`config.mk`:
```
export PLATFORM = sky130hd
export DESIGN_NAME = topic_filter_wildcard_matcher_top
export DESIGN_NICKNAME = d
export VERILOG_FILES = /design/src/rtl/core/tfwm_pkg.sv /design/src/rtl/core/topic_filter_wildcard_matcher_top.sv
export VERILOG_INCLUDE_DIRS = /design/src /design/src/rtl/core
export SDC_FILE = /design/constraint.sdc
export NUM_CORES = 1
export LEC_CHECK = 0
export BUFFER_PORTS_ARGS = -buffer_cell sky130_fd_sc_hd__buf_2
export CORE_MARGIN = 5
export CORE_UTILIZATION = 57
export CTS_CLUSTER_DIAMETER = 60
export DETAILED_ROUTE_END_ITERATION = 6
export GPL_ROUTABILITY_DRIVEN = 0
export PLACE_DENSITY_LB_ADDON = 0.3
export SYNTH_ARGS = -nofsm -noshare
export SYNTH_HDL_FRONTEND = slang
export SYNTH_SLANG_ARGS = --single-unit
```
`constraint.sdc`:
```
create_clock -name clk_i -period 7.2 [get_ports clk_i]
set_input_delay 1.08 -clock clk_i [delete_from_list [all_inputs] [get_ports clk_i]]
set_output_delay 1.08 -clock clk_i [all_outputs]
set_load 0.1 [all_outputs]
```
`src/rtl/core/topic_filter_wildcard_matcher_top_assert.svh`:
```
// ----------------------------------------------------------------------------
// topic filter matcher assertion macros
// concurrent checks clocked on clk_i, quiet while rst_ni is low
// ----------------------------------------------------------------------------
`ifndef TOPIC_FILTER_WILDCARD_MATCHER_TOP_ASSERT_SVH
`define TOPIC_FILTER_WILDCARD_MATCHER_TOP_ASSERT_SVH

// check a property on every rising clock edge outside reset
`define TFWM_ASSERT(lbl, prop, msg) \
  lbl: assert property (@(posedge clk_i) disable iff (!rst_ni) (prop)) else $error(msg);

// check that one condition implies another in the same cycle
`define TFWM_ASSERT_IMPL(lbl, ante, cons, msg) \
  `TFWM_ASSERT(lbl, (ante) |-> (cons), msg)

`endif

```
`src/rtl/core/tfwm_pkg.sv`:
```
// ----------------------------------------------------------------------------
// tfwm_pkg
// sizes, character codes and operation codes of the topic filter matcher
// ----------------------------------------------------------------------------
package tfwm_pkg;

  // filter store depth in bytes
  localparam int FILTER_DEPTH = 64;

  // cursor holds 0 .. FILTER_DEPTH
  localparam int CURW = $clog2(FILTER_DEPTH + 1);
  // working width for cursor arithmetic and byte addresses
  localparam int AW = (CURW + 2 > 8) ? CURW + 2 : 8;

  // filter store split into four banks, address bits [1:0] pick the bank
  localparam int NUM_BANKS = 4;
  localparam int ROWS = (FILTER_DEPTH + NUM_BANKS - 1) / NUM_BANKS;
  localparam int ROWW = (ROWS > 1) ? $clog2(ROWS) : 1;

  // window of filter bytes at cursor-1 .. cursor+2
  localparam int WIN = 4;

  localparam int LENW = 7;
  localparam int SLOTW = 6;

  localparam logic [7:0] CH_SLASH = 8'h2F;
  localparam logic [7:0] CH_PLUS  = 8'h2B;
  localparam logic [7:0] CH_HASH  = 8'h23;

  typedef enum logic {
    OP_FILTER_WRITE = 1'b0,
    OP_NAME_BYTE    = 1'b1
  } op_e;

endpackage

```
`src/rtl/core/topic_filter_wildcard_matcher_top.sv`:
```
// ----------------------------------------------------------------------------
// topic_filter_wildcard_matcher_top: mqtt topic filter wildcard matcher
// throughput one item per cycle while not stalled: one walk step per name byte on a
//   prefetched four-byte filter window, refetched from four filter banks every cycle
// result path: the last name byte passes the input register, then the result register
//   drives match_o and out_valid_o; input stalls only while a result waits on out_stall_i
// async active-low reset clears walk state, length to 1; no clearing pass
// ----------------------------------------------------------------------------
module topic_filter_wildcard_matcher_top (
  input  logic                       clk_i,
  input  logic                       rst_ni,
  // configuration: filter length
  input  logic                       cfg_valid_i,
  output logic                       cfg_ready_o,
  input  logic [tfwm_pkg::LENW-1:0]  cfg_data_i,
  // input items
  input  logic                       in_valid_i,
  output logic                       in_stall_o,
  input  logic                       operation_i,
  input  logic [tfwm_pkg::SLOTW-1:0] filter_slot_i,
  input  logic [7:0]                 char_byte_i,
  input  logic                       last_byte_i,
  // results
  output logic                       out_valid_o,
  input  logic                       out_stall_i,
  output logic                       match_o
);
  import tfwm_pkg::*;

  `include "topic_filter_wildcard_matcher_top_assert.svh"

  // ---------------------------------------------------------------------------
  // configuration register, always ready
  // ---------------------------------------------------------------------------
  logic [LENW-1:0] len_q;

  assign cfg_ready_o = 1'b1;

  always_ff @(posedge clk_i or negedge rst_ni) begin
    if (!rst_ni) begin
      len_q <= LENW'(1);
    end else if (cfg_valid_i && cfg_ready_o) begin
      len_q <= cfg_data_i;
    end
  end

  // effective length: zero acts as one, clamp to the store depth
  logic [AW-1:0] len_x;

  always_comb begin
    if (len_q == '0) begin
      len_x = AW'(1);
    end else if (AW'(len_q) > AW'(FILTER_DEPTH)) begin
      len_x = AW'(FILTER_DEPTH);
    end else begin
      len_x = AW'(len_q);
    end
  end

  // ---------------------------------------------------------------------------
  // input register
  // ---------------------------------------------------------------------------
  logic             in_valid_q;
  op_e              in_op_q;
  logic [SLOTW-1:0] in_slot_q;
  logic [7:0]       in_char_q;
  logic             in_last_q;

  logic in_accept;
  logic produces;
  logic adv;

  // a last name byte needs the result register to be free or emptying
  assign produces   = (in_op_q == OP_NAME_BYTE) && in_last_q;
  assign adv        = in_valid_q && (!produces || !out_valid_o || !out_stall_i);
  assign in_stall_o = in_valid_q && !adv;
  assign in_accept  = in_valid_i && !in_stall_o;

  always_ff @(posedge clk_i or negedge rst_ni) begin
    if (!rst_ni) begin
      in_valid_q <= 1'b0;
    end else if (in_accept) begin
      in_valid_q <= 1'b1;
    end else if (adv) begin
      in_valid_q <= 1'b0;
    end
  end

  always_ff @(posedge clk_i) begin
    if (in_accept) begin
      in_op_q   <= op_e'(operation_i);
      in_slot_q <= filter_slot_i;
      in_char_q <= char_byte_i;
      in_last_q <= last_byte_i;
    end
  end

  // ---------------------------------------------------------------------------
  // walk state
  // ---------------------------------------------------------------------------
  logic [CURW-1:0] cursor_q;
  logic            skip_q;
  logic            dec_q;
  logic            dv_q;

  // filter window bytes at cursor-1, cursor, cursor+1, cursor+2
  logic [7:0] win_byte [WIN];
  logic [7:0] fm1, f0, f1, f2;

  assign fm1 = win_byte[0];
  assign f0  = win_byte[1];
  assign f1  = win_byte[2];
  assign f2  = win_byte[3];

  logic [AW-1:0] fi_x;
  logic          lvl_start;
  logic          end_sp;

  assign fi_x      = AW'(cursor_q);
  // a wildcard is only legal at the start of a filter level
  assign lvl_start = (fi_x == '0) || (fm1 == CH_SLASH);

  // end-of-name acceptance for filters ending in "/#" or "/+"
  always_comb begin
    end_sp = (len_x >= AW'(3)) && (fi_x + AW'(3) == len_x) &&
             (f1 == CH_SLASH) && (f2 == CH_HASH);
    if ((fi_x + AW'(2) == len_x) && (f0 == CH_SLASH)) begin
      end_sp = (f1 == CH_PLUS) || (f1 == CH_HASH);
    end
  end

  // one step of the lockstep walk
  logic [AW-1:0] fi_n;
  logic          skip_n;
  logic          dec_n;
  logic          dv_n;

  always_comb begin
    fi_n   = fi_x;
    skip_n = skip_q;
    dec_n  = dec_q;
    dv_n   = dv_q;
    if (!dec_q) begin
      if (!skip_q) begin
        priority if (fi_x >= len_x) begin
          // name runs past the filter
          dec_n = 1'b1;
          dv_n  = 1'b0;
        end else if (in_char_q == f0) begin
          if (in_last_q) begin
            dec_n = 1'b1;
            dv_n  = end_sp || (fi_x + AW'(1) == len_x);
          end else begin
            fi_n = fi_x + AW'(1);
          end
        end else begin
          priority if ((f0 == CH_PLUS) && lvl_start) begin
            skip_n = 1'b1;
          end else if ((f0 == CH_HASH) && (fi_x + AW'(1) == len_x) && lvl_start) begin
            dec_n = 1'b1;
            dv_n  = 1'b1;
          end else begin
            dec_n = 1'b1;
            dv_n  = 1'b0;
          end
        end
      end
      // level skip, includes the byte that reached the '+'
      if (skip_n && !dec_n) begin
        priority if (in_char_q == CH_SLASH) begin
          if ((fi_x + AW'(1) < len_x) && (f1 == CH_SLASH)) begin
            fi_n   = fi_x + AW'(2);
            skip_n = 1'b0;
            if (in_last_q) begin
              dec_n = 1'b1;
              dv_n  = (fi_x + AW'(2) == len_x);
            end
          end else begin
            dec_n = 1'b1;
            dv_n  = 1'b0;
          end
        end else if (in_last_q) begin
          dec_n = 1'b1;
          dv_n  = (fi_x + AW'(1) == len_x);
        end else begin
          // keep skipping
          dec_n = dec_n;
        end
      end
    end
  end

  logic name_step;
  logic [CURW-1:0] cursor_d;

  assign name_step = adv && (in_op_q == OP_NAME_BYTE);

  always_comb begin
    cursor_d = cursor_q;
    if (name_step) begin
      cursor_d = in_last_q ? '0 : fi_n[CURW-1:0];
    end
  end

  always_ff @(posedge clk_i or negedge rst_ni) begin
    if (!rst_ni) begin
      cursor_q <= '0;
      skip_q   <= 1'b0;
      dec_q    <= 1'b0;
      dv_q     <= 1'b0;
    end else if (name_step) begin
      // end of name returns the walk to its start
      cursor_q <= cursor_d;
      skip_q   <= in_last_q ? 1'b0 : skip_n;
      dec_q    <= in_last_q ? 1'b0 : dec_n;
      dv_q     <= in_last_q ? 1'b0 : dv_n;
    end
  end

  // ---------------------------------------------------------------------------
  // result register
  // ---------------------------------------------------------------------------
  logic out_valid_q;
  logic match_q;

  always_ff @(posedge clk_i or negedge rst_ni) begin
    if (!rst_ni) begin
      out_valid_q <= 1'b0;
    end else if (adv && produces) begin
      out_valid_q <= 1'b1;
    end else if (!out_stall_i) begin
      out_valid_q <= 1'b0;
    end
  end

  always_ff @(posedge clk_i) begin
    if (adv && produces) begin
      match_q <= dec_n && dv_n;
    end
  end

  assign out_valid_o = out_valid_q;
  assign match_o     = match_q;

  // ---------------------------------------------------------------------------
  // filter store: four banks, each read once per cycle for the next window
  // ---------------------------------------------------------------------------
  logic [7:0] filter_mem_q [NUM_BANKS][ROWS];

  logic          wr_en;
  logic [AW-1:0] wr_addr;

  assign wr_addr = AW'(in_slot_q);
  // writes beyond the store are dropped
  assign wr_en   = adv && (in_op_q == OP_FILTER_WRITE) && (wr_addr < AW'(FILTER_DEPTH));

  // window addresses for the cursor that the next item sees
  logic [AW-1:0]   rd_addr [WIN];
  logic [WIN-1:0]  rd_ok;
  logic [ROWW-1:0] rd_row  [NUM_BANKS];
  logic [NUM_BANKS-1:0] rd_hit;

  always_comb begin
    for (int k = 0; k < WIN; k++) begin
      rd_addr[k] = AW'(cursor_d) + AW'(k) - AW'(1);
      rd_ok[k]   = ((AW'(cursor_d) + AW'(k)) != '0) && (rd_addr[k] < AW'(FILTER_DEPTH));
    end
    for (int b = 0; b < NUM_BANKS; b++) begin
      rd_row[b] = '0;
      for (int k = 0; k < WIN; k++) begin
        if (rd_addr[k][1:0] == 2'(b)) begin
          rd_row[b] = rd_addr[k][ROWW+1:2];
        end
      end
      // forward a write that lands on the byte being fetched
      rd_hit[b] = wr_en && (wr_addr[1:0] == 2'(b)) && (wr_addr[ROWW+1:2] == rd_row[b]);
    end
  end

  logic [7:0]           bank_rd_q [NUM_BANKS];
  logic [NUM_BANKS-1:0] hit_q;
  logic [7:0]           fwd_q;
  logic [WIN-1:0]       win_ok_q;
  logic [1:0]           base_q;

  always_ff @(posedge clk_i) begin
    for (int b = 0; b < NUM_BANKS; b++) begin
      if (wr_en && (wr_addr[1:0] == 2'(b))) begin
        filter_mem_q[b][wr_addr[ROWW+1:2]] <= in_char_q;
      end
      bank_rd_q[b] <= filter_mem_q[b][rd_row[b]];
    end
    hit_q    <= rd_hit;
    fwd_q    <= in_char_q;
    win_ok_q <= rd_ok;
    base_q   <= rd_addr[0][1:0];
  end

  // rotate bank outputs into window order, bytes outside the store read zero
  always_comb begin
    for (int k = 0; k < WIN; k++) begin
      logic [1:0] bi;
      bi = base_q + 2'(k);
      if (!win_ok_q[k]) begin
        win_byte[k] = '0;
      end else if (hit_q[bi]) begin
        win_byte[k] = fwd_q;
      end else begin
        win_byte[k] = bank_rd_q[bi];
      end
    end
  end

  // ---------------------------------------------------------------------------
  // assertions
  // ---------------------------------------------------------------------------
  `TFWM_ASSERT_IMPL(a_dv_needs_dec, dv_q, dec_q, "decided value set without a decision")
  `TFWM_ASSERT_IMPL(a_stall_cause, in_stall_o, out_valid_o && out_stall_i,
                    "input stalled while result register can take a result")
  `TFWM_ASSERT(a_result_source, $rose(out_valid_o) |-> $past(adv && produces),
               "result appeared without a last name byte")
  `TFWM_ASSERT(a_walk_cleared, (name_step && in_last_q) |=>
               (cursor_q == '0) && !skip_q && !dec_q,
               "walk state not cleared after end of name")

endmodule
```
* Yosys cells after proc, flatten, opt, wreduce, memory -nomap -nowiden
Memory sizes are Yosys's and may differ from the RTL's. A register that Yosys moved wholly into a read port is not among the register bits. Index checks and enable logic that the tools add are counted.
Storage, ports and cells: flip-flop bits (word level) 54, latch bits 0, memory bits (writable) 544, ROM bits 0, output and inout bits 4, word-level logic and storage cells 262, memories 2
Memory list:
- filter_mem_q | depth 4, width 128, read ports 4, clocked after memory_dff 0, write ports 1, line topic_filter_wildcard_matcher_top.sv:248 | logic [7:0] filter_mem_q [NUM_BANKS][ROWS];
- bank_rd_q | depth 4, width 8, read ports 4, clocked after memory_dff 1, write ports 4, line topic_filter_wildcard_matcher_top.sv:280 | logic [7:0] bank_rd_q [NUM_BANKS];
Operators by class: add/subtract/negate cells 13, multipliers 0, divide/modulo/power cells 0, order comparisons 19, equal/unequal tests 34, shift-type cells 0, mux-type cells 114, bitwise operators 6, reduce and logical (&&, ||, !) cells 58
Operators with widths (count):
- 128-bit 2-to-1 mux | 10
- 128-bit OR reduction | 3
- 8-bit 2-to-1 mux | 17
- 8-bit binary-select mux with 4-bit select | 4
- 8-bit by 6-bit == test with 1-bit output, second input constant | 9
- 7-bit 2-to-1 mux | 10
- 4-bit 2-to-1 mux | 16
- 1-bit 2-to-1 mux | 48
- 9-bit by 7-bit less-than comparator with 1-bit output, second input constant | 4
- 9-bit nonzero test | 4
- 7-bit by 2-bit adder with 8-bit output, second input constant | 4
- 8-bit demux with 4-bit select | 1
- 1-bit logical AND | 31
- 8-bit by 9-bit == test with 1-bit output | 3
- 9-bit by 1-bit subtractor with 9-bit output, second input constant | 3
- 5-bit >= comparator, second input constant | 5
- 4-bit NOT with 5-bit output | 5
- 2-bit == test, second input constant | 10
- 7-bit by 1-bit adder with 8-bit output, second input constant | 2
- 4-bit == test | 4
- 2-bit by 3-bit less-than comparator with 1-bit output, second input constant | 4
- 2-bit by 1-bit == test with 1-bit output, second input constant | 5
- 2-bit logical NOT | 5
- 7-bit by 9-bit >= comparator with 1-bit output | 1
- 21 further kinds | 36

* Logic depth before layout (Yosys ltp)
Gate-level depths: netlist (run 1).
depth in word-level cells 28, mapped depth 32

* Least setup slack after synthesis (run 1)
No wires, ideal clock.
path kind register to register, start point register in_char_q[2], end point memory bank_rd_q[1][0], library setup time 0.126 ns, arrival time 6.664 ns, data required time 7.074 ns, path slack 0.409 ns, stages on the path, launching flop included 27, clock period less this slack 6.791 ns, cells stage by stage edfxtp_1 > inv_1 > or3_1 > o2111a_1 > a31oi_1 > o311ai_2 > nand2b_1 > buf_6 > a41oi_2 > nand2_2 > buf_6 > clkbuf_1 > clkbuf_1 > ha_1 > clkbuf_1 > inv_1 > nand2_1 > nor2_1 > a311o_1 > a21oi_1 > xnor2_1 > o2bb2ai_2 > a211oi_4 > buf_6 > mux4_1 > mux2i_1 > mux2i_1
RTL lines:
- start, declared | line topic_filter_wildcard_matcher_top.sv:66 | logic [7:0] in_char_q;
- start signal, assigned | line topic_filter_wildcard_matcher_top.sv:93 | in_char_q <= char_byte_i;
- end, declared | line topic_filter_wildcard_matcher_top.sv:280

==> results of run 1 <==
## metrics by stage
| step | cells | hold slack [ps] | cell area [um^2] | total power [mW] | worst slack, ps |
|---|---|---|---|---|---|
| floorplan | 1958 | 496.1 | 27920 | 5.586 | 409.4 |
| global route | 2702 | 415.6 | 30870 | 9.721 | 30.54 |
| finish | 2702 | 393.8 | 30870 | 9.373 | 372.0 |
| CTS | 2698 | 380.1 | 30800 | 9.383 | 117.3 |
| detailed placement | 2584 | 497.0 | 28700 | 6.134 | 31.32 |
| global placement | 2584 | 482.6 | 28700 | 6.106 | 187.3 |
## flip-flops by register name, indices dropped and copies added (netlist names)
name and cells:
in_valid_q 1, hit_q 4, skip_q 1, cursor_q 7
in_char_q 8, dv_q 1, match_o 1, len_q 7
in_last_q 1, in_op_q 1, base_q 2, bank_rd_q 32
fwd_q 8, dec_q 1, filter_mem_q 512, win_ok_q 4
in_slot_q 6, out_valid_o 1
## synth_stat cells, drive strengths merged, types with 8 or more instances
cell type / count
edfxtp: 529
nand2: 219
mux2i: 208
nor2: 144
mux4: 76
buf: 61
clkbuf: 56
dfxtp: 50
nand3: 41
xnor2: 40
a211oi: 37
a22oi: 36
inv: 35
ha: 34
o21ai: 31
a21oi: 29
mux2: 25
nor2b: 25
nor3: 23
nor4: 19
xor2: 19
dfrtp: 18
or3: 16
a211o: 10
a31oi: 10
nand2b: 10
nand4: 10
a221oi: 9
nor4b: 8
## cell usage in the layout, fill, tap and decap left out, drive strengths merged, types with 5 or more instances in the layout
| master | count |
|---|---|
| a22oi | 36 |
| nand4b | 5 |
| nor2 | 144 |
| a22o | 7 |
| ha | 34 |
| o211ai | 5 |
| nand2 | 219 |
| nor4b | 8 |
| a21oi | 29 |
| xor2 | 19 |
| nand4 | 10 |
| clkinv | 27 |
| mux2 | 25 |
| inv | 36 |
| a31oi | 10 |
| a221oi | 9 |
| or3 | 16 |
| xnor2 | 40 |
| clkbuf | 74 |
| nor3 | 23 |
| nor2b | 25 |
| buf | 83 |
| nand3b | 5 |
| dfrtp | 18 |
| a21boi | 5 |
| nand2b | 10 |
| mux2i | 208 |
| a211o | 10 |
| or2 | 7 |
| edfxtp | 529 |
| a211oi | 37 |
| nor4 | 19 |
| nand3 | 41 |
| o22ai | 5 |
| bufinv | 10 |
| o21ai | 31 |
| and2 | 7 |
| dfxtp | 50 |
| mux4 | 76 |
## metal layers
metal	global-route usage, %	vias to the layer above	wire [um]
li1	-	7579	-
met4	7.615	0	1974
met3	4.337	132	5854
met1	35.47	8598	27190
met2	39.95	832	31890
met5	0	-	0
## final cells by class
| class | count | area [um^2] | share of cell area (%) |
|---|---|---|---|
| clock buffers | 74 | 1595 | 5.168 |
| multi-input cells | 1207 | 9836 | 31.86 |
| inverters | 36 | 138.9 | 0.4499 |
| clock inverters | 40 | 501.7 | 1.625 |
| well taps | 664 | 830.8 | 2.691 |
| repair buffers | 83 | 601.8 | 1.950 |
| flip-flops and latches | 598 | 17360 | 56.25 |
## kinds of logic after synthesis
family / Yosys count
buf+inv: 153
compound gates: 246
fa+ha+maj: 34
flops: 598
mux: 309
other cells: 1
simple gates: 558
xor+xnor: 59
## how the worst min path moves through the flow
stage	startpoint	endpoint	slack (ps)
6_report	rst_ni	in_valid_q	390
5_1_grt	rst_ni	in_valid_q	420
2_1_floorplan	len_q[4]	len_q[4]	500
4_1_cts	rst_ni	in_valid_q	380
3_5_place_dp	out_valid_o	out_valid_o	500
3_3_place_gp	out_valid_o	out_valid_o	480
## timing repair
item / in CTS / in global routing
setup endpoints to repair: 1 / 34
pin swaps: 0 / 2
buffers inserted: 0 / 4
resized for setup: 1 / 9
## power groups by stage
| stage | Clock (mW) | Sequential (mW) | Combinational [mW] |
|---|---|---|---|
| after floorplan | 0 | 4.07 | 1.52 |
| after global placement | 0 | 4.17 | 1.94 |
| after detailed placement | 0 | 4.17 | 1.97 |
| after CTS | 3.31 | 4.09 | 1.98 |
| after global routing | 3.48 | 4.11 | 2.13 |
| final | 3.27 | 4.10 | 2.00 |
==> impl_metrics.csv, run 1 <==
group,metric,value,unit
layout,layout-drive-gt1-share,16.39,%
global_route,first_global_vias,16860,
setup_path,startpoint_type,"flip-flop",
clock_tree,tritoncts_clock_tree,"built",
setup_path,worst_path_most_repeated_cell,"mux2i_1",
synthesis,post_synthesis_mean_instance_area,14.26,um^2
setup_path,critical_path.top_delay_family,"simple AND/OR/NAND/NOR gates",
die,placeableCoreArea,48750,um^2
clock_tree,numClockSinks,598,
layout,antenna_cells_inserted,0,
power,clock_power_share,34.9,%
setup_path,crit_path_end_kind,"flip-flop",
synthesis,synthesis.area,27920,um^2
power,power_density,303.6,nW/um^2
place,hpwlAfterDp,44.06,mm
global_route,antenna_found_initial,0,
clock_tree,quantity_of_hold_fixing_buffers_added_after_cts,0,
synthesis,compound_gate_fraction_of_synth_area,7.022,%
route,drtPass1Iterations,6,
synthesis,post_synth_and_or_nand_nor_area_fraction,9.648,%
layout,layout-area-overhead-vs-synth,10.56,%
die,design.die.area,53510,um^2
global_route,grt_remaining_overflow,0,
setup_path,arrival,7320,ps
timing,rsz0062_at_grt,"no",
clock_tree,maximum_root_to_sink_buffer_count,3,
die,design.portCount,32,
synthesis,synth_top_cell_by_area,"edfxtp_1",
clock_tree,htree_levels,2,
synthesis,synth-seq-area-share,62.19,%
timing,fin_crit,6828,ps
global_route,grt_pass1_wl,102.8,mm
synthesis,synthMuxAreaShare,14.76,%
power,ir_worst_vdd,0.2447,mV
layout,finish.utilization,63.32,%
outcome,run_status,"complete, no violations",
setup_path,regToRegSetupSlack,370,ps
route,initialDrtViolationCount,2052,
route,routed-via-count,17140,
die,rows,81,
setup_path,reg2regPathDepth,26,
synthesis,synth_edf_count,529,
clock_tree,insertion_delay,630,ps
synthesis,synthArstFlopShare,3.177,%
route,final_antenna_net_count,0,
place,port_buffers,30,
route,wirelength,66.91,mm
timing,finalSetupTns,0,ps
synthesis,syn_nets,2020,
route,drc_errors,0,
clock_tree,clkTransAtPathRegs,60,ps
clock_tree,cts_root_buf,"clkbuf_16",
die,initial_utilization,57.28,%
layout,finalNetCount,2048,
synthesis,synth_fa_ha_area_share,1.524,%
timing,timing.fmax,0.1465,GHz
synthesis,ys_ff_latch,598,
power,seq_power_share,43.8,%
global_route,gr-usage-all-layers,24.92,%
power,share_comb_of_total_power,21.3,%
setup_path,slowest_delay,610,ps
clock_tree,cts-buffers-inserted,60,
setup_path,regToRegEndpoint,"bank_rd_q[1][7]",
setup_path,reg2reg_from,"len_q[3]",
synthesis,netlist_top_cells_area,"edfxtp_1 57%, mux2i_1 7.5%, mux4_2 5.2%",
job,max_cap_check_violation_count,0,
setup_path,worstPathRequired,7690,ps
synthesis,dominant_combinational_cell_family_by_area_after_synthesis,"multiplexers",
setup_path,timing_endpoint_of_the_critical_path,"bank_rd_q[1][7]",
timing,worst_slew_pin_slew,1143,ps
synthesis,post-synth-top-area-fraction,56.89,%
layout,fillerInstances,3471,
setup_path,cp-startpoint,"len_q[3]",
power,total_leakage_power,10.75,nW
setup_path,critical_path_cell_count,26,
die,chipWidth,231.3,um
timing,maxSlewHeadroom,23.47,%
synthesis,syn_inst,1958,
timing,report.final.slew_viol_count,0,
synthesis,ys.warnings.count,0,
die,die_h,231.3,um
synthesis,synth-xor-area-share,1.931,%
global_route,grt_start_max_net_pins,71,
synthesis,synth_ff_type,"edfxtp_1",
synthesis,post_synth_num_cell_types,109,
timing,share_of_the_cycle_needed_by_the_critical_path_after_routing,94.83,%
timing,final_hold_viol_count,0,
setup_path,worst-path-max-fanout,33,
power,cellInternalPower,6.733,mW
setup_path,crit_path_top_delay_cell,"mux4_1",
power,switchingPower,2.639,mW
worst_hold_path,class_of_the_worst_hold_path,"in2async",
timing,clock-skew-final,21.84,ps
power,switching_share,28.16,%
timing,setup-violations-final,0,
route,wl_per_cell,24.76,um
route,viasPerCell,6.344,
setup_path,setup.worst_path.class,"reg2reg",
setup_path,cp_num_buf_inv,4,
Note: power is estimated with default switching activity, not from simulation.
==> inputs of run 2 (changes only) <==
CORE_ASPECT_RATIO = 1.4   (was unset)
==> impl_metrics.csv, run 2 (same netlist as run 1, synthesis figures left out) <==
group,metric,value,unit
layout,largest_reg_flops,512,
setup_path,critical_path.top_delay_family,"compound AO/OA/AOI/OAI gates",
timing,report.final.slew_viol_count,0,
setup_path,slowest_delay,610,ps
timing,final_hold_viol_count,0,
die,rows,96,
setup_path,regToRegEndpoint,"bank_rd_q[1][0]",
global_route,first_global_vias,17210,
timing,worst_slack_setup_final,323.5,ps
clock_tree,numClockSinks,598,
power,power_density,298.9,nW/um^2
place,hpwlAfterDp,46.05,mm
setup_path,arrival,7330,ps
layout,finalNetCount,2049,
clock_tree,cts_root_buf,"clkbuf_16",
route,viasPerCell,6.452,
route,initialDrtViolationCount,1887,
clock_tree,cts-buffers-inserted,57,
outcome,run_status,"complete, no violations",
route,drc_errors,0,
setup_path,crit_path_end_kind,"flip-flop",
setup_path,worstPathRequired,7660,ps
layout,most_used_cells_in_the_layout_excluding_fill_and_tap_cells,"529 x edfxtp_1, 217 x nand2_1, 208 x mux2i_1",
layout,finish.utilization,62.98,%
place,port_buffers,30,
setup_path,startpoint_type,"flip-flop",
timing,share_of_the_cycle_needed_by_the_critical_path_after_routing,95.51,%
place,placed_instance_count,2563,
global_route,grt_remaining_overflow,0,
timing,setup-violations-final,0,
route,routed-via-count,17230,
timing,rsz0062_at_grt,"no",
setup_path,worst-path-max-fanout,33,
route,wl_per_cell,25.52,um
place,pre_cts_slack,-20.90,ps
setup_path,regToRegSetupSlack,320,ps
clock_tree,insertion_delay,620,ps
clock_tree,htree_levels,2,
setup_path,timing_endpoint_of_the_critical_path,"bank_rd_q[1][0]",
timing,maxSlewHeadroom,24.26,%
clock_tree,maximum_root_to_sink_buffer_count,3,
die,placeableCoreArea,48770,um^2
route,drtPass1Iterations,7,
place,detailed_place.area,28700,um^2
clock_tree,tritoncts_clock_tree,"built",
die,chipWidth,197.1,um
power,ir_worst_vdd,0.2616,mV
job,max_cap_check_violation_count,0,
route,final_antenna_net_count,0,
timing,fin_crit,6877,ps
die,design.portCount,32,
clock_tree,clkTransAtPathRegs,70,ps
timing,worst_hold_slack,418.0,ps
setup_path,cp_num_buf_inv,4,
setup_path,reg2reg_from,"len_q[2]",
layout,mostFrequentLayoutCell,"edfxtp_1",
worst_hold_path,class_of_the_worst_hold_path,"in2async",
setup_path,crit_path_top_delay_cell,"mux4_1",
setup_path,reg2regPathDepth,24,
power,finalPower,9.181,mW
timing,finalSetupTns,0,ps
global_route,gr-usage-all-layers,25.27,%
layout,finalNonFillerCells,2671,
setup_path,cp-startpoint,"len_q[2]",
die,initial_utilization,57.25,%
layout,layout-area-overhead-vs-synth,9.998,%
layout,layout-drive-gt1-share,16.52,%
clock_tree,quantity_of_hold_fixing_buffers_added_after_cts,0,
timing,timing.fmax,0.1454,GHz
layout,antenna_cells_inserted,0,
die,design.die.area,53570,um^2
setup_path,critical_path_cell_count,24,
route,wirelength,68.16,mm
layout,postLayoutCellArea,30710,um^2
setup_path,setup.worst_path.class,"reg2reg",
timing,worst_slew_pin_slew,1131,ps
global_route,antenna_found_initial,0,
timing,clock-skew-final,24.35,ps
power,total_leakage_power,10.69,nW
global_route,grt_start_max_net_pins,68,
die,die_h,271.9,um
setup_path,critical_path_cell_by_cell,"nor3_1 -> a21oi_1 -> nor2_1 -> ha_1 -> nand2b_1 -> a31oi_1 -> o21ai_0 -> a211o_1 -> nor4_4 -> buf_4 -> buf_4 -> mux2i_1 -> and2_1 -> buf_4 -> ha_1 -> ha_1 -> a211o_1 -> xnor2_1 -> xnor2_2 -> a211oi_4 -> buf_12 -> mux4_1 -> mux2i_1 -> mux2i_1",
global_route,grt_pass1_wl,104.3,mm
## run 2: power breakdown
part,total (mW),switching [mW],internal [mW]
clock,3.09,1.32,1.77
combinational,1.99,1.10,0.886
sequential,4.10,0.204,3.90
total,9.18,2.63,6.55
## run 2: final cells by class
type | instances | area, um^2
clock buffer | 78 | 1608
clock inverter | 28 | 339.1
fill | 3516 | 18050
inverter | 36 | 137.6
multi-input combinational | 1207 | 9842
sequential | 598 | 17370
tap | 637 | 797.0
timing repair buffer | 87 | 623.1
## run 2: worst min-delay path by stage
stage	slack (ps)	endpoint
after floorplan	500	len_q[4]
after global placement	480	out_valid_o
after detailed placement	510	out_valid_o
after CTS	410	out_valid_o
after global routing	450	skip_q
final	420	out_valid_o
## run 2: repair_timing
action,CTS,global route
resized for setup,2,12
setup buffers,0,2
pin swaps,0,2
endpoints found under the setup margin,4,35
## run 2: metal layers
metal | vias to the layer above | share of wire (%) | GRT usage (%)
li1 | 7577 | - | -
met1 | 8559 | 37 | 31.83
met2 | 876 | 51 | 44.09
met3 | 221 | 7.3 | 3.526
met4 | 0 | 5.0 | 10.39
met5 | - | 0 | 0
==> inputs of run 3 (changes only) <==
RECOVER_POWER = 100   (was unset)
==> impl_metrics.csv, run 3 (same netlist as run 1, synthesis figures left out) <==
group,metric,value,unit
setup_path,critical_path_cell_by_cell,"nor3_1 -> a21oi_1 -> nor2_1 -> ha_1 -> nand2b_1 -> a31oi_1 -> o21ai_0 -> a211o_1 -> nor4_4 -> buf_4 -> buf_4 -> mux2i_1 -> and2_1 -> buf_4 -> ha_1 -> ha_1 -> a211o_1 -> xnor2_1 -> xnor2_2 -> a211oi_4 -> buf_12 -> mux4_1 -> mux2i_1 -> mux2i_1",
timing,rsz0062_at_grt,"no",
die,design.die.area,53570,um^2
setup_path,crit_path_top_delay_cell,"mux4_1",
worst_hold_path,class_of_the_worst_hold_path,"reg2reg",
clock_tree,htree_levels,2,
layout,most_used_cells_in_the_layout_excluding_fill_and_tap_cells,"529 x edfxtp_1, 217 x nand2_1, 208 x mux2i_1",
route,routed-via-count,17230,
job,max_cap_check_violation_count,8,
layout,layout-drive-gt1-share,15.29,%
timing,setup-violations-final,0,
route,drtPass1Iterations,7,
clock_tree,tritoncts_clock_tree,"built",
timing,timing.fmax,0.1453,GHz
timing,worst_slew_pin_slew,2775,ps
route,wl_per_cell,25.43,um
place,port_buffers,30,
timing,fin_crit,6882,ps
layout,register_area,17370,um^2
outcome,run_status,"complete, but fails checks",
setup_path,worst-path-max-fanout,33,
clock_tree,clkTransAtPathRegs,70,ps
clock_tree,maximum_root_to_sink_buffer_count,3,
die,die_h,271.9,um
timing,report.final.slew_viol_count,351,
clock_tree,cts_root_buf,"clkbuf_16",
power,ir_worst_vdd,0.2624,mV
layout,mostFrequentLayoutCell,"edfxtp_1",
place,placed_instance_count,2563,
setup_path,critical_path.top_delay_family,"compound AO/OA/AOI/OAI gates",
route,drc_errors,5,
setup_path,setup.worst_path.class,"reg2reg",
die,initial_utilization,57.25,%
layout,finalNonFillerCells,2671,
layout,postLayoutCellArea,30620,um^2
layout,finalNetCount,2049,
die,rows,96,
route,wirelength,67.92,mm
place,detailed_place.area,28700,um^2
timing,clock-skew-final,26.29,ps
global_route,first_global_vias,17210,
layout,largest_reg_flops,512,
setup_path,slowest_delay,610,ps
timing,finalSetupTns,0,ps
die,chipWidth,197.1,um
setup_path,worstPathRequired,7660,ps
timing,maxSlewHeadroom,-85.00,%
die,placeableCoreArea,48770,um^2
timing,share_of_the_cycle_needed_by_the_critical_path_after_routing,95.59,%
global_route,grt_start_max_net_pins,68,
global_route,gr-usage-all-layers,25.27,%
clock_tree,insertion_delay,620,ps
outcome,violations,"design-rule violations, max-capacitance violations, max-slew violations",
setup_path,arrival,7340,ps
timing,final_hold_viol_count,0,
clock_tree,cts-buffers-inserted,57,
layout,layout-area-overhead-vs-synth,9.684,%
setup_path,cp_num_buf_inv,4,
layout,multi_input_area,9816,um^2
route,initialDrtViolationCount,1840,
clock_tree,numClockSinks,598,
power,power_density,299.4,nW/um^2
route,viasPerCell,6.452,
power,total_leakage_power,10.61,nW
setup_path,startpoint_type,"flip-flop",
layout,antenna_cells_inserted,0,
global_route,antenna_found_initial,0,
global_route,grt_remaining_overflow,0,
route,final_antenna_net_count,0,
global_route,grt_pass1_wl,104.3,mm
place,hpwlAfterDp,46.05,mm
layout,fillerInstances,3527,
die,design.portCount,32,
setup_path,crit_path_end_kind,"flip-flop",
run 3: cell count changes in the layout (fill, tap and decap cells not counted), sizes merged:
| cell | delta |
|---|---|
| clkbuf | +24 |
| buf | -24 |
run 3: layer usage:
| metal | global-route usage [%] | wire, um | vias to the layer above |
|---|---|---|---|
| li1 | - | - | 7570 |
| met2 | 44.09 | 34700 | 883 |
| met5 | 0 | 0 | - |
| met4 | 10.39 | 3554 | 0 |
| met1 | 31.83 | 24820 | 8543 |
| met3 | 3.526 | 4837 | 236 |
run 3: path summary, 6_finish.rpt:
kind	from	end	slack, ps	cells after the start
max	len_q[2]	bank_rd_q[1][0]	320	24
min	out_valid_o	out_valid_o	520	2
max reg2reg	len_q[2]	bank_rd_q[1][0]	320	24
min reg2reg	out_valid_o	out_valid_o	520	2
max in group asynchronous	rst_ni	cursor_q[2]	5780	1
min in group asynchronous	rst_ni	out_valid_o	660	1
run 3: through the flow:
stage	setup slack [ps]	hold WS, ps	util [%]	power (mW)
after global placement	-32.68	476.4	58.84	6.097
after CTS	31.03	408.5	62.86	9.198
after floorplan	409.4	496.1	-	5.586
after global routing	12.24	557.3	62.80	9.488
final	317.8	518.9	62.80	9.170
after detailed placement	-20.90	514.9	58.84	6.128
run 3: worst reg2reg max path, cell delays in order (launching register included):
cell      delay, ps
dfrtp_1         400
nor3_1          270
a21oi_1         120
nor2_1          200
ha_1            290
nand2b_1        150
a31oi_1         170
o21ai_0         220
a211o_1         430
nor4_4          260
buf_4           210
buf_4           130
mux2i_1         250
and2_1          290
buf_4           260
ha_1            300
ha_1            330
a211o_1         320
xnor2_1         300
xnor2_2         190
a211oi_4        320
buf_12          280
mux4_1          670
mux2i_1         210
mux2i_1         180
run 3: layout make-up:
class / count / share of cell area (%)
Tap cell: 637 / 2.603
Timing Repair Buffer: 87 / 1.834
Multi-Input combinational cell: 1207 / 32.05
Sequential cell: 598 / 56.70
Clock buffer: 78 / 5.250
Inverter: 36 / 0.4494
Clock inverter: 28 / 1.107
run 3: what timing repair did:
item                       CTS  global route
buffers inserted             0             2
pin swaps                    0             2
hold buffers                 0             0
setup endpoints to repair    4            35
resized for setup            2            12
run 3: power breakdown:
group          total [mW]  switching, mW  internal, mW
registers            4.11          0.202          3.90
clock network        3.09           1.32          1.77
logic                1.98           1.10         0.879
total                9.17           2.62          6.55
